**config.mk**
```make
export PLATFORM = sky130hd
export DESIGN_NAME = length_prefixed_request_deframer_core_flat
export DESIGN_NICKNAME = d
export VERILOG_FILES = /design/src/rtl/lprd_pkg.sv /design/src/rtl/lprd_req_if.sv /design/src/rtl/lprd_rsp_if.sv /design/src/rtl/length_prefixed_request_deframer_core.sv /design/src/flat_wrapper.sv
export SDC_FILE = /design/constraint.sdc
export NUM_CORES = 1
export LEC_CHECK = 0
export BUFFER_PORTS_ARGS = -buffer_cell sky130_fd_sc_hd__buf_2
export CORE_UTILIZATION = 60
export CTS_CLUSTER_DIAMETER = 40
export CTS_CLUSTER_SIZE = 25
export DETAILED_ROUTE_END_ITERATION = 12
export PLACE_DENSITY = 0.86
export SLEW_MARGIN = 25
export SYNTH_ARGS = -nofsm -noshare
export SYNTH_HDL_FRONTEND = slang
export SYNTH_SLANG_ARGS = --single-unit
```
**constraint.sdc**
```tcl
create_clock -name clock -period 6.4 [get_ports clock]
set_clock_uncertainty 0.2 [all_clocks]
set_input_delay 1.92 -clock clock [delete_from_list [all_inputs] [get_ports clock]]
set_output_delay 1.92 -clock clock [all_outputs]
set_load 0.01 [all_outputs]
```
**src/rtl/lprd_pkg.sv**
```systemverilog
// lprd_pkg: shared widths, codes and types of the length-prefixed request deframer
// no dependencies; used by the channel interfaces and the deframer core

package lprd_pkg;

   localparam int unsigned BYTE_WIDTH      = 8;
   localparam int unsigned KIND_WIDTH      = 3;
   localparam int unsigned INDEX_WIDTH     = 16;
   localparam int unsigned CODE_WIDTH      = 3;
   localparam int unsigned CSR_INDEX_WIDTH = 1;
   localparam int unsigned CSR_DATA_WIDTH  = 16;
   localparam int unsigned WORD_WIDTH      = 32;

   // register indexes of the csr port
   localparam logic [CSR_INDEX_WIDTH-1:0] CSR_MAX_MESSAGE_LENGTH = 1'b0;
   localparam logic [CSR_INDEX_WIDTH-1:0] CSR_MAX_ARGUMENT_COUNT = 1'b1;

   localparam logic [CSR_DATA_WIDTH-1:0] MAX_MESSAGE_LENGTH_RESET = 16'd4096;
   localparam logic [CSR_DATA_WIDTH-1:0] MAX_ARGUMENT_COUNT_RESET = 16'd1024;

   // length words below this size cannot hold an argument-count word
   localparam logic [WORD_WIDTH-1:0] MIN_BODY_LENGTH = 32'd4;
   localparam logic [INDEX_WIDTH-1:0] HEADER_BYTES   = 16'd4;

   // byte kinds
   localparam logic [KIND_WIDTH-1:0] KIND_MESSAGE_LENGTH  = 3'd0;
   localparam logic [KIND_WIDTH-1:0] KIND_ARGUMENT_COUNT  = 3'd1;
   localparam logic [KIND_WIDTH-1:0] KIND_ARGUMENT_LENGTH = 3'd2;
   localparam logic [KIND_WIDTH-1:0] KIND_ARGUMENT_DATA   = 3'd3;
   localparam logic [KIND_WIDTH-1:0] KIND_DISCARDED       = 3'd4;

   // framing error codes
   localparam logic [CODE_WIDTH-1:0] ERR_NONE            = 3'd0;
   localparam logic [CODE_WIDTH-1:0] ERR_TOO_LONG        = 3'd1;
   localparam logic [CODE_WIDTH-1:0] ERR_BODY_SHORT      = 3'd2;
   localparam logic [CODE_WIDTH-1:0] ERR_TOO_MANY_ARGS   = 3'd3;
   localparam logic [CODE_WIDTH-1:0] ERR_HEADER_OVERRUN  = 3'd4;
   localparam logic [CODE_WIDTH-1:0] ERR_PAYLOAD_OVERRUN = 3'd5;
   localparam logic [CODE_WIDTH-1:0] ERR_TRAILING        = 3'd6;

   typedef enum logic [4:0] {
      PH_LENGTH  = 5'b00001,
      PH_COUNT   = 5'b00010,
      PH_ARGLEN  = 5'b00100,
      PH_PAYLOAD = 5'b01000,
      PH_ERROR   = 5'b10000
   } phase_type;

   typedef struct packed {
      logic [KIND_WIDTH-1:0]  byte_kind;
      logic [BYTE_WIDTH-1:0]  payload_byte;
      logic [INDEX_WIDTH-1:0] argument_index;
      logic                   argument_end;
      logic                   message_end;
      logic [INDEX_WIDTH-1:0] argument_total;
      logic                   error_flag;
      logic [CODE_WIDTH-1:0]  error_code;
   } rsp_type;

endpackage

```
**src/rtl/lprd_req_if.sv**
```systemverilog
// lprd_req_if: request byte channel, valid/ready with one data byte per item
// depends on lprd_pkg for the byte width

interface lprd_req_if;
   logic                             valid;
   logic                             ready;
   logic [lprd_pkg::BYTE_WIDTH-1:0]  data_byte;

   modport source (output valid, output data_byte, input ready);
   modport sink (input valid, input data_byte, output ready);
endinterface

```
**src/rtl/lprd_rsp_if.sv**
```systemverilog
// lprd_rsp_if: tagged byte result channel, valid/ready with the deframer result fields
// depends on lprd_pkg for the field widths

interface lprd_rsp_if;
   logic                              valid;
   logic                              ready;
   logic [lprd_pkg::KIND_WIDTH-1:0]   byte_kind;
   logic [lprd_pkg::BYTE_WIDTH-1:0]   payload_byte;
   logic [lprd_pkg::INDEX_WIDTH-1:0]  argument_index;
   logic                              argument_end;
   logic                              message_end;
   logic [lprd_pkg::INDEX_WIDTH-1:0]  argument_total;
   logic                              error_flag;
   logic [lprd_pkg::CODE_WIDTH-1:0]   error_code;

   modport source (output valid, output byte_kind, output payload_byte,
                   output argument_index, output argument_end, output message_end,
                   output argument_total, output error_flag, output error_code,
                   input ready);
   modport sink (input valid, input byte_kind, input payload_byte,
                 input argument_index, input argument_end, input message_end,
                 input argument_total, input error_flag, input error_code,
                 output ready);
endinterface

```
**src/rtl/length_prefixed_request_deframer_core.sv**
```systemverilog
// length_prefixed_request_deframer_core: tags a length-prefixed request byte stream
// depends on lprd_pkg, lprd_req_if and lprd_rsp_if
//
// the deframer takes one request byte per cycle while rsp is ready and returns
// one tagged result item per byte, sustaining one item every clock cycle with no
// bubbles. each byte goes through an input register, then the framing logic
// (field assembly, length and count checks, body and argument down-counters)
// updates the parser state and loads the result register. the input register
// takes a new item whenever the result register is empty or being drained, so
// back-pressure on rsp reaches req in the same cycle. length words are
// little-endian 32-bit; the message body holds an argument-count word and then
// length-prefixed argument strings. the first framing error is flagged on the
// byte that decides it, after which every byte comes out as discarded until
// reset. the two limits on the csr port may be written only while the block is
// idle.

module length_prefixed_request_deframer_core (
   input  logic                                    clock,
   input  logic                                    reset,
   lprd_req_if.sink                                req,
   lprd_rsp_if.source                              rsp,
   input  logic                                    csr_write_enable,
   input  logic [lprd_pkg::CSR_INDEX_WIDTH-1:0]    csr_index,
   input  logic [lprd_pkg::CSR_DATA_WIDTH-1:0]     csr_write_data
);

   localparam int unsigned IW = lprd_pkg::INDEX_WIDTH;

   // result of the end-of-argument decision
   typedef struct packed {
      logic [lprd_pkg::CODE_WIDTH-1:0] code;
      logic                            done;
      logic                            to_arglen;
   } next_step_type;

   // limits
   logic [lprd_pkg::CSR_DATA_WIDTH-1:0] max_len_ff;
   logic [lprd_pkg::CSR_DATA_WIDTH-1:0] max_args_ff;

   // input register
   logic                              in_valid_ff;
   logic [lprd_pkg::BYTE_WIDTH-1:0]   in_byte_ff;

   // parser state
   lprd_pkg::phase_type  phase_ff, phase_in;
   logic [1:0]           field_cnt_ff, field_cnt_in;
   logic [23:0]          field_acc_ff, field_acc_in;   // low three bytes of the field
   logic [IW-1:0]        body_left_ff, body_left_in;
   logic [IW-1:0]        args_left_ff, args_left_in;
   logic [IW-1:0]        cur_arg_ff, cur_arg_in;
   logic [IW-1:0]        arg_left_ff, arg_left_in;
   logic [IW-1:0]        msg_args_ff, msg_args_in;

   // result register
   logic                 out_valid_ff;
   lprd_pkg::rsp_type    out_ff, out_in;

   logic                 advance;

   // after the count word or an argument: end of message, next header or an error
   function automatic next_step_type after_argument(input logic [IW-1:0] args_left,
                                                    input logic [IW-1:0] body_left);
      next_step_type s;
      s = '{code: lprd_pkg::ERR_NONE, done: 1'b0, to_arglen: 1'b0};
      if (args_left == '0) begin
         if (body_left == '0) begin
            s.done = 1'b1;
         end else begin
            s.code = lprd_pkg::ERR_TRAILING;
         end
      end else if (body_left < lprd_pkg::HEADER_BYTES) begin
         s.code = lprd_pkg::ERR_HEADER_OVERRUN;
      end else begin
         s.to_arglen = 1'b1;
      end
      return s;
   endfunction

   // the input register moves on when the result slot is free or draining
   assign advance   = in_valid_ff && (!out_valid_ff || rsp.ready);
   assign req.ready = !in_valid_ff || advance;

   always_ff @(posedge clock) begin
      if (reset) begin
         max_len_ff  <= lprd_pkg::MAX_MESSAGE_LENGTH_RESET;
         max_args_ff <= lprd_pkg::MAX_ARGUMENT_COUNT_RESET;
      end else if (csr_write_enable) begin
         unique case (csr_index)
            lprd_pkg::CSR_MAX_MESSAGE_LENGTH: max_len_ff  <= csr_write_data;
            lprd_pkg::CSR_MAX_ARGUMENT_COUNT: max_args_ff <= csr_write_data;
            default: ;
         endcase
      end
   end

   always_ff @(posedge clock) begin
      if (reset) begin
         in_valid_ff <= 1'b0;
      end else if (req.ready) begin
         in_valid_ff <= req.valid;
      end
   end

   always_ff @(posedge clock) begin
      if (req.ready && req.valid) begin
         in_byte_ff <= req.data_byte;
      end
   end

   // framing logic for the byte in the input register
   always_comb begin
      logic [lprd_pkg::WORD_WIDTH-1:0] word;
      logic                            complete;
      logic [IW-1:0]                   body_dec;
      logic [IW-1:0]                   arg_dec;
      logic [IW-1:0]                   args_dec;
      next_step_type                   step;

      phase_in     = phase_ff;
      field_cnt_in = field_cnt_ff;
      field_acc_in = field_acc_ff;
      body_left_in = body_left_ff;
      args_left_in = args_left_ff;
      cur_arg_in   = cur_arg_ff;
      arg_left_in  = arg_left_ff;
      msg_args_in  = msg_args_ff;

      word     = {in_byte_ff, field_acc_ff};
      complete = (field_cnt_ff == 2'd3);
      body_dec = body_left_ff - IW'(1);
      arg_dec  = arg_left_ff - IW'(1);
      args_dec = args_left_ff - IW'(1);
      step     = '{code: lprd_pkg::ERR_NONE, done: 1'b0, to_arglen: 1'b0};

      out_in                = '0;
      out_in.payload_byte   = in_byte_ff;

      // assemble header fields little-endian
      if (phase_ff == lprd_pkg::PH_LENGTH || phase_ff == lprd_pkg::PH_COUNT ||
          phase_ff == lprd_pkg::PH_ARGLEN) begin
         field_cnt_in = field_cnt_ff + 2'd1;
         case (field_cnt_ff)
            2'd0:    field_acc_in = {field_acc_ff[23:8], in_byte_ff};
            2'd1:    field_acc_in = {field_acc_ff[23:16], in_byte_ff, field_acc_ff[7:0]};
            2'd2:    field_acc_in = {in_byte_ff, field_acc_ff[15:0]};
            default: field_acc_in = '0;
         endcase
      end

      unique case (phase_ff)
         lprd_pkg::PH_LENGTH: begin
            out_in.byte_kind = lprd_pkg::KIND_MESSAGE_LENGTH;
            if (complete) begin
               if (word > {16'd0, max_len_ff}) begin
                  step.code = lprd_pkg::ERR_TOO_LONG;
               end else if (word < lprd_pkg::MIN_BODY_LENGTH) begin
                  step.code = lprd_pkg::ERR_BODY_SHORT;
               end else begin
                  body_left_in = word[IW-1:0];
                  phase_in     = lprd_pkg::PH_COUNT;
               end
            end
         end
         lprd_pkg::PH_COUNT: begin
            out_in.byte_kind = lprd_pkg::KIND_ARGUMENT_COUNT;
            body_left_in     = body_dec;
            if (complete) begin
               if (word > {16'd0, max_args_ff}) begin
                  step.code = lprd_pkg::ERR_TOO_MANY_ARGS;
               end else begin
                  args_left_in = word[IW-1:0];
                  msg_args_in  = word[IW-1:0];
                  cur_arg_in   = '0;
                  step         = after_argument(word[IW-1:0], body_dec);
               end
            end
         end
         lprd_pkg::PH_ARGLEN: begin
            out_in.byte_kind      = lprd_pkg::KIND_ARGUMENT_LENGTH;
            out_in.argument_index = cur_arg_ff;
            body_left_in          = body_dec;
            if (complete) begin
               if (word > {16'd0, body_dec}) begin
                  step.code = lprd_pkg::ERR_PAYLOAD_OVERRUN;
               end else if (word == '0) begin
                  // zero-length argument ends on its header
                  out_in.argument_end = 1'b1;
                  args_left_in        = args_dec;
                  cur_arg_in          = cur_arg_ff + IW'(1);
                  step                = after_argument(args_dec, body_dec);
               end else begin
                  arg_left_in = word[IW-1:0];
                  phase_in    = lprd_pkg::PH_PAYLOAD;
               end
            end
         end
         lprd_pkg::PH_PAYLOAD: begin
            out_in.byte_kind      = lprd_pkg::KIND_ARGUMENT_DATA;
            out_in.argument_index = cur_arg_ff;
            body_left_in          = body_dec;
            arg_left_in           = arg_dec;
            if (arg_dec == '0) begin
               out_in.argument_end = 1'b1;
               args_left_in        = args_dec;
               cur_arg_in          = cur_arg_ff + IW'(1);
               step                = after_argument(args_dec, body_dec);
            end
         end
         lprd_pkg::PH_ERROR: begin
            out_in.byte_kind = lprd_pkg::KIND_DISCARDED;
         end
         default: begin
            out_in.byte_kind = lprd_pkg::KIND_DISCARDED;
         end
      endcase

      if (step.to_arglen) begin
         phase_in = lprd_pkg::PH_ARGLEN;
      end
      if (step.done) begin
         phase_in = lprd_pkg::PH_LENGTH;
      end

      // total reflects the count as it stands after this byte
      if (phase_ff != lprd_pkg::PH_ERROR) begin
         out_in.argument_total = msg_args_in;
      end

      if (step.code != lprd_pkg::ERR_NONE) begin
         phase_in            = lprd_pkg::PH_ERROR;
         out_in.argument_end = 1'b0;
         out_in.error_flag   = 1'b1;
         out_in.error_code   = step.code;
      end else if (step.done) begin
         out_in.message_end = 1'b1;
         msg_args_in        = '0;
         cur_arg_in         = '0;
         args_left_in       = '0;
         body_left_in       = '0;
      end
   end

   always_ff @(posedge clock) begin
      if (reset) begin
         phase_ff     <= lprd_pkg::PH_LENGTH;
         field_cnt_ff <= '0;
         field_acc_ff <= '0;
         body_left_ff <= '0;
         args_left_ff <= '0;
         cur_arg_ff   <= '0;
         arg_left_ff  <= '0;
         msg_args_ff  <= '0;
      end else if (advance) begin
         phase_ff     <= phase_in;
         field_cnt_ff <= field_cnt_in;
         field_acc_ff <= field_acc_in;
         body_left_ff <= body_left_in;
         args_left_ff <= args_left_in;
         cur_arg_ff   <= cur_arg_in;
         arg_left_ff  <= arg_left_in;
         msg_args_ff  <= msg_args_in;
      end
   end

   // result register
   always_ff @(posedge clock) begin
      if (reset) begin
         out_valid_ff <= 1'b0;
      end else if (advance) begin
         out_valid_ff <= 1'b1;
      end else if (rsp.ready) begin
         out_valid_ff <= 1'b0;
      end
   end

   always_ff @(posedge clock) begin
      if (advance) begin
         out_ff <= out_in;
      end
   end

   assign rsp.valid          = out_valid_ff;
   assign rsp.byte_kind      = out_ff.byte_kind;
   assign rsp.payload_byte   = out_ff.payload_byte;
   assign rsp.argument_index = out_ff.argument_index;
   assign rsp.argument_end   = out_ff.argument_end;
   assign rsp.message_end    = out_ff.message_end;
   assign rsp.argument_total = out_ff.argument_total;
   assign rsp.error_flag     = out_ff.error_flag;
   assign rsp.error_code     = out_ff.error_code;

   // once in error, the parser never leaves it
   a_error_sticky: assert property (@(posedge clock) disable iff (reset)
      phase_ff == lprd_pkg::PH_ERROR |=> phase_ff == lprd_pkg::PH_ERROR)
      else $error("deframer left the error phase");

   // an error item carries a code and never ends an argument or a message
   a_error_item: assert property (@(posedge clock) disable iff (reset)
      out_valid_ff && out_ff.error_flag |->
         out_ff.error_code != lprd_pkg::ERR_NONE && !out_ff.argument_end &&
         !out_ff.message_end)
      else $error("error item with bad markers");

   // discarded items carry nothing but the byte
   a_discard_clean: assert property (@(posedge clock) disable iff (reset)
      out_valid_ff && out_ff.byte_kind == lprd_pkg::KIND_DISCARDED |->
         out_ff.argument_index == '0 && out_ff.argument_total == '0 &&
         !out_ff.error_flag && !out_ff.argument_end && !out_ff.message_end)
      else $error("discarded item with nonzero fields");

   // payload bytes are only taken on a field boundary
   a_payload_aligned: assert property (@(posedge clock) disable iff (reset)
      phase_ff == lprd_pkg::PH_PAYLOAD |-> field_cnt_ff == 2'd0)
      else $error("payload phase inside a header field");

   // a held result is not overwritten
   a_result_held: assert property (@(posedge clock) disable iff (reset)
      out_valid_ff && !rsp.ready |=> out_valid_ff && $stable(out_ff))
      else $error("stalled result changed");

endmodule

```
**src/flat_wrapper.sv**
```systemverilog
// flat-port wrapper written by rule: the top's interface ports become plain ports
module length_prefixed_request_deframer_core_flat 
  (clock, reset, csr_write_enable, csr_index, csr_write_data, req_valid, req_data_byte, req_ready, rsp_valid, rsp_byte_kind, rsp_payload_byte, rsp_argument_index, rsp_argument_end, rsp_message_end, rsp_argument_total, rsp_error_flag, rsp_error_code, rsp_ready);
  lprd_req_if req_i ();
  lprd_rsp_if rsp_i ();
  input  logic clock;
  input  logic reset;
  input  logic csr_write_enable;
  input  logic [lprd_pkg::CSR_INDEX_WIDTH-1:0] csr_index;
  input  logic [lprd_pkg::CSR_DATA_WIDTH-1:0] csr_write_data;
  input wire logic [$bits(req_i.valid)-1:0] req_valid;
  input wire logic [$bits(req_i.data_byte)-1:0] req_data_byte;
  output wire logic [$bits(req_i.ready)-1:0] req_ready;
  output wire logic [$bits(rsp_i.valid)-1:0] rsp_valid;
  output wire logic [$bits(rsp_i.byte_kind)-1:0] rsp_byte_kind;
  output wire logic [$bits(rsp_i.payload_byte)-1:0] rsp_payload_byte;
  output wire logic [$bits(rsp_i.argument_index)-1:0] rsp_argument_index;
  output wire logic [$bits(rsp_i.argument_end)-1:0] rsp_argument_end;
  output wire logic [$bits(rsp_i.message_end)-1:0] rsp_message_end;
  output wire logic [$bits(rsp_i.argument_total)-1:0] rsp_argument_total;
  output wire logic [$bits(rsp_i.error_flag)-1:0] rsp_error_flag;
  output wire logic [$bits(rsp_i.error_code)-1:0] rsp_error_code;
  input wire logic [$bits(rsp_i.ready)-1:0] rsp_ready;
  assign req_i.valid = req_valid;
  assign req_i.data_byte = req_data_byte;
  assign req_ready = req_i.ready;
  assign rsp_valid = rsp_i.valid;
  assign rsp_byte_kind = rsp_i.byte_kind;
  assign rsp_payload_byte = rsp_i.payload_byte;
  assign rsp_argument_index = rsp_i.argument_index;
  assign rsp_argument_end = rsp_i.argument_end;
  assign rsp_message_end = rsp_i.message_end;
  assign rsp_argument_total = rsp_i.argument_total;
  assign rsp_error_flag = rsp_i.error_flag;
  assign rsp_error_code = rsp_i.error_code;
  assign rsp_i.ready = rsp_ready;
  length_prefixed_request_deframer_core u_core (.clock(clock), .reset(reset), .req(req_i), .rsp(rsp_i), .csr_write_enable(csr_write_enable), .csr_index(csr_index), .csr_write_data(csr_write_data));
endmodule
```
# [Word-level counts from Yosys, hierarchy flattened]
# Index checks and enable logic that the tools add are counted.
[word_totals] regBits=202 inputBits=30 out_inout_bits=51 wordCells=158
[classes] addsub=5 n_lt_le_gt_ge=5 n_eq_ne=17 mux=77 bitwise=4 n_reduce_logical=27
[op_table] op="$mux 16" count=29
[op_table] op="$gt 32x16->1" count=3
[op_table] op="$pmux 16 s3" count=2
[op_table] op="$pmux 24 s3" count=1
[op_table] op="$mux 5" count=13
[op_table] op="$logic_not 16->1" count=4
[op_table] op="$pmux 16 s2" count=2
[op_table] op="$sub 16x1->16 const B" count=3
[op_table] op="$pmux 17 s2" count=1
[op_table] op="$logic_not 32->1" count=1
[op_table] op="$lt 32x3->1 const B" count=1
[op_table] op="$ne 5x5->1 const B" count=5
[op_table] op="$mux 3" count=8
[op_table] op="$pmux 3 s4" count=2
[op_table] op="$add 16x1->16 const B" count=1
[op_table] op="$lt 16x3->1 const B" count=1
[op_table] op="$mux 1" count=13
[op_table] op="$reduce_and 4->1" count=3
[op_table] op="$ne 5x4->1 const B" count=2
[op_table] op="$pmux 5 s2" count=1
[op_table] op="$reduce_and 8->1" count=1
[op_table] op="$mux 2" count=3
[op_table] op="$pmux 2 s3" count=1
[op_table] op="$reduce_and 2->1" count=3
[op_table] op="20 further kinds" count=31

# [Depth between registers and ports, before layout]
[depth] depth_word=11 depth_mapped=19 depth_no_buf=17

# [Worst setup path after synthesis]
# No wires, ideal clock.
[synth_timing] kind="reg2reg" startpoint="register u_core.body_left_ff[7]" endpoint="register u_core.cur_arg_ff[7]" setup_time_ns=0.114 arrival_ns=4.503 required_time_ns=6.086 slack_ns=1.583 path_stages_with_launch=19 path_buffers=2 cell_sequence="dfxtp_1 > clkbuf_1 > or4_1 > or4_4 > or3_1 > nor2_1 > xnor2_1 > ha_1 > and4_1 > and2_1 > a221oi_1 > nand4b_1 > o21ai_2 > nand3_2 > a211o_1 > and2_0 > clkbuf_1 > o21bai_1 > a21o_1"
[synth_between] elab_chain_len=10 elab_cells_between_ends=27
[synth_rtl] item="start: declaration" line="length_prefixed_request_deframer_core.sv:48" rtl="logic [IW-1:0] body_left_ff, body_left_in;"
[synth_rtl] item="start signal: assignment" line="length_prefixed_request_deframer_core.sv:257" rtl="body_left_ff <= body_left_in;"
[synth_rtl] item="$sub 16x1->16 (*)" line="length_prefixed_request_deframer_core.sv:130" rtl="body_dec = body_left_ff - IW'(1);"
[synth_rtl] item="$lt 16x3->1 / $logic_not 16->1 (equally long branches)" line="length_prefixed_request_deframer_core.sv:71, length_prefixed_request_deframer_core.sv:66"
[synth_rtl] item="$mux 3 (tied with other cells)" line="length_prefixed_request_deframer_core.sv:71" rtl="end else if (body_left < lprd_pkg::HEADER_BYTES) begin"
[synth_rtl] item="$mux 3 / $mux 1 (equally long branches)" line="length_prefixed_request_deframer_core.sv:65" rtl="if (args_left == '0) begin"
[synth_rtl] item="$mux 5" line="length_prefixed_request_deframer_core.sv:185" rtl="end else if (word == '0) begin"
[synth_rtl] item="$mux 3 / $mux 2 (equally long branches)" line="length_prefixed_request_deframer_core.sv:183" rtl="if (word > {16'd0, body_dec}) begin"
[synth_rtl] item="$mux 5" line="length_prefixed_request_deframer_core.sv:182" rtl="if (complete) begin"
[synth_rtl] item="$pmux 3 s4 / $pmux 2 s3 (equally long branches)" line="length_prefixed_request_deframer_core.sv:150" rtl="unique case (phase_ff)"
[synth_rtl] item="$reduce_bool 3->1 / $mux 16 (equally long branches)" line="length_prefixed_request_deframer_core.sv:229, length_prefixed_request_deframer_core.sv:234"
[synth_rtl] item="$mux 16 (*)" line="length_prefixed_request_deframer_core.sv:229" rtl="if (step.code != lprd_pkg::ERR_NONE) begin"
[synth_rtl] item="end signal: assignment" line="length_prefixed_request_deframer_core.sv:259" rtl="cur_arg_ff <= cur_arg_in;"
[synth_rtl] item="end: declaration" line="length_prefixed_request_deframer_core.sv:50" rtl="logic [IW-1:0] cur_arg_ff, cur_arg_in;"
# Mark *: on every way between the ends. The rest lies on a longest branch, timed or not.
# A chain may end at the register's enable or synchronous reset.

# [Worst setup path in the final report]
[layout_timing] startpoint="register u_core.body_left_ff[5]" endpoint="register u_core.args_left_ff[1]"
[layout_between] elab_chain_len=10 elab_cells_between_ends=27
[layout_rtl] item="$sub 16x1->16 (*)" line="length_prefixed_request_deframer_core.sv:130"
[layout_rtl] item="$lt 16x3->1 / $logic_not 16->1 (equally long branches)" line="length_prefixed_request_deframer_core.sv:71, length_prefixed_request_deframer_core.sv:66"
[layout_rtl] item="$mux 3 (tied with other cells)" line="length_prefixed_request_deframer_core.sv:71"
[layout_rtl] item="$mux 3 / $mux 1 (equally long branches)" line="length_prefixed_request_deframer_core.sv:65"
[layout_rtl] item="$mux 5" line="length_prefixed_request_deframer_core.sv:185"
[layout_rtl] item="$mux 3 / $mux 2 (equally long branches)" line="length_prefixed_request_deframer_core.sv:183"
[layout_rtl] item="$mux 5" line="length_prefixed_request_deframer_core.sv:182"
[layout_rtl] item="$pmux 3 s4 / $pmux 2 s3 (equally long branches)" line="length_prefixed_request_deframer_core.sv:150"
[layout_rtl] item="$reduce_bool 3->1 / $mux 16 (equally long branches)" line="length_prefixed_request_deframer_core.sv:229, length_prefixed_request_deframer_core.sv:234"
[layout_rtl] item="$mux 16 (*)" line="length_prefixed_request_deframer_core.sv:229"
[layout_rtl] item="end signal: assignment" line="length_prefixed_request_deframer_core.sv:258" rtl="args_left_ff <= args_left_in;"
[layout_rtl] item="end: declaration" line="length_prefixed_request_deframer_core.sv:49" rtl="logic [IW-1:0] args_left_ff, args_left_in;"
# Marked as above.

==> out/metrics.cfg <==
[synth]
synth.largest_area_cell=dfxtp_1
synth-seq-cells=202
yosysSeqAreaShare_pct=40.3
ys.warnings.count=0
synthCells=1383
syn_nets=1471
synthFlopType=dfxtp_1
yosys-top-cells-area=dfxtp_1, edfxtp_1, nand2_1, ha_1, a21oi_1
yosysUniqueCellTypes=78
synthesis.area_um2=11500
syn_area_per_cell_um2=8.29
synth_top_area_share_pct=25.3
synth_edf_count=57
async_reset_ff_share_pct=0

[setup_path]
crit_path_end_kind=flop
worstPathRequired_ps=6590
cp_max_fo=13
reg2regPathDepth=17
path_buf_inv=1
critPathLaunchType=flop
critPathKind=flop to flop
crit_chain=or4_1, or4_4, or3_1, nor2_1, xnor2_1, ha_1, and4_1, and2_1, a221oi_1, nand4b_1, o21ai_2, a21oi_1, buf_4, nor4_1, o21ai_2, a32oi_1, nor2_1
cpPeakStageDelay_ps=650
slowest_stage=or4_1
cp.arrival_ps=5730
cp_top_family=simple AND/OR/NAND/NOR gates
cp.depth=17

[grt]
grt_pass1_vias=9803
grt_pass1_wl_um=50300
antenna_found_initial=0
grt_start_max_net_pins=84
gr-total-overflow=0
grt.total_usage_pct=31.8

[cts]
clkSinkCount=202
cts_tree=yes
post_cts_buffers=0
cts_buffers=28
cts_resized=0
root_buffer=clkbuf_16
clk_latency_ps=540
hold_buffers=0
htree_levels=1
clk_pin_slew_ps=60
max-clock-path-buffers=3

[floorplan]
rows=50
die_area_um2=19700
die-width_um=140
die_h_um=140
ios=81
initial_core_util_pct=61.3
core_um2=18700

[timing]
drv_slew=0
hold_viol=0
fin_setup_tns_ps=0
setup_violations=0
rsz0062_at_grt=false
final.period_utilization_pct=86.7
fin_crit_ps=5550
relSlewSlack_pct=34.5
tightestPinTransition_ps=977
max_clock_freq_mhz=180

[detailed_routing]
initialDrtViolationCount=1199
ant_nets=0
first_pass_iters=10
wl_um=31600
vias=10800
drc=1
via_per_inst=6.45
wl_per_cell_um=18.8

[placement]
routabilityCongestion=0.947
dpl.hpwl_um=21700
port_buffers=80

[final_layout]
drive_gt1_share_pct=12.2
final_common_cell=nand2_1
nNetsFinal=1512
diodes=0
syn2layout_area_growth_pct=12.8
fill_cells=1467
layout_common_cells=nand2_1, dfxtp_1, nor2_1, a21oi_1, buf_2
postLayoutCoreUtil_pct=69.1

[pwr]
leakage_nw=4.91
cellPowerDensity_nw_per_um2=252
ir_drop_mv=0.250

[min_path]
worstHoldPathCells=2
hold_path.class=flop to flop

[run]
cap_violations=0

[status]
status=complete, but fails checks
failed_checks=DRC

cells in the mapped netlist, types with 9 or more instances:
master and number:
o211ai_1 9, nor2b_1 10, o21ai_0 70, or3_1 13
inv_1 57, nand2_1 207, a22o_1 29, nand4_1 22
a21oi_1 112, o31ai_1 11, nor4_1 28, a31oi_1 15
o221ai_1 12, dfxtp_1 145, nand3_1 47, a211oi_1 10
buf_1 11, a21o_1 9, nor2_1 124, xnor2_1 18
mux2i_1 15, edfxtp_1 57, a22oi_1 17, and2_1 25
or4_1 9, clkbuf_1 64, nor3_1 33, ha_1 58
where the power goes:
group	switching [mW]	internal, mW	leakage [nW]	total [mW]
clock network	0.638	0.939	0.464	1.58
logic	0.183	0.107	2.74	0.290
registers	0.0383	1.35	1.71	1.39
worst paths after layout:
kind	from	end	slack, ps
min reg2reg	u_core.max_args_ff[4]	u_core.max_args_ff[4]	250
max reg2reg	u_core.body_left_ff[5]	u_core.args_left_ff[1]	850
min	u_core.max_args_ff[4]	u_core.max_args_ff[4]	250
max	u_core.body_left_ff[5]	u_core.args_left_ff[1]	850
metal layers:
metal,vias up,track usage (%),wire length [µm],share of wire (%)
li1,5124,-,-,-
met1,5089,41.3,12900,41
met2,508,52.3,14700,47
met3,109,5.26,2700,8.5
met4,0,14.1,1290,4.1
met5,-,0,0,0
flip-flops by register name (all words and copies together), names as in the netlist, 16 cells and up:
name,flops
u_core.msg_args_ff,16
u_core.rsp.argument_total,16
u_core.max_len_ff,16
u_core.args_left_ff,16
u_core.cur_arg_ff,16
u_core.max_args_ff,16
u_core.rsp.argument_index,16
u_core.field_acc_ff,24
u_core.arg_left_ff,16
u_core.body_left_ff,16
final cells by class:
cell class	instances	area (µm²)	area share, %
Multi-Input combinational cell	1042	6330	49.0
Sequential cell	202	4610	35.7
Clock buffer	33	741	5.73
Timing Repair Buffer	93	500	3.87
Tap cell	234	293	2.27
Clock inverter	19	228	1.76
Inverter	57	214	1.66
tightest hold or removal path, stage by stage (launching register included):
cell	delay (ps)
dfxtp_1	300
nand2_1	50
a21oi_1	50
through the flow:
stage	power [mW]	setup slack, ps	cells	hold WS [ps]	area [µm²]
after global placement	1.69	1090	1628	238	11900
after CTS	3.25	830	1680	254	12900
final	3.26	853	1680	253	12900
after global routing	3.35	544	1680	273	12900
after detailed placement	1.70	861	1628	247	11900
after floorplan	1.61	1580	1383	232	11500
kinds of logic (layout without fill, tap and decap cells):
group                      Yosys count  after routing  share of synthesized area, %
AOI/OAI and AO/OA                  359            359                          20.3
xor gates and xnor gates            26             26                          2.11
adders and majority gates           58             58                          6.33
buffers and inverters              139            202                          4.68
DFF                                202            202                          40.3
muxes                               15             15                          1.31
and+or+nand+nor                    584            584                          25.0
No activity file was read; power rests on OpenSTA's default activity.
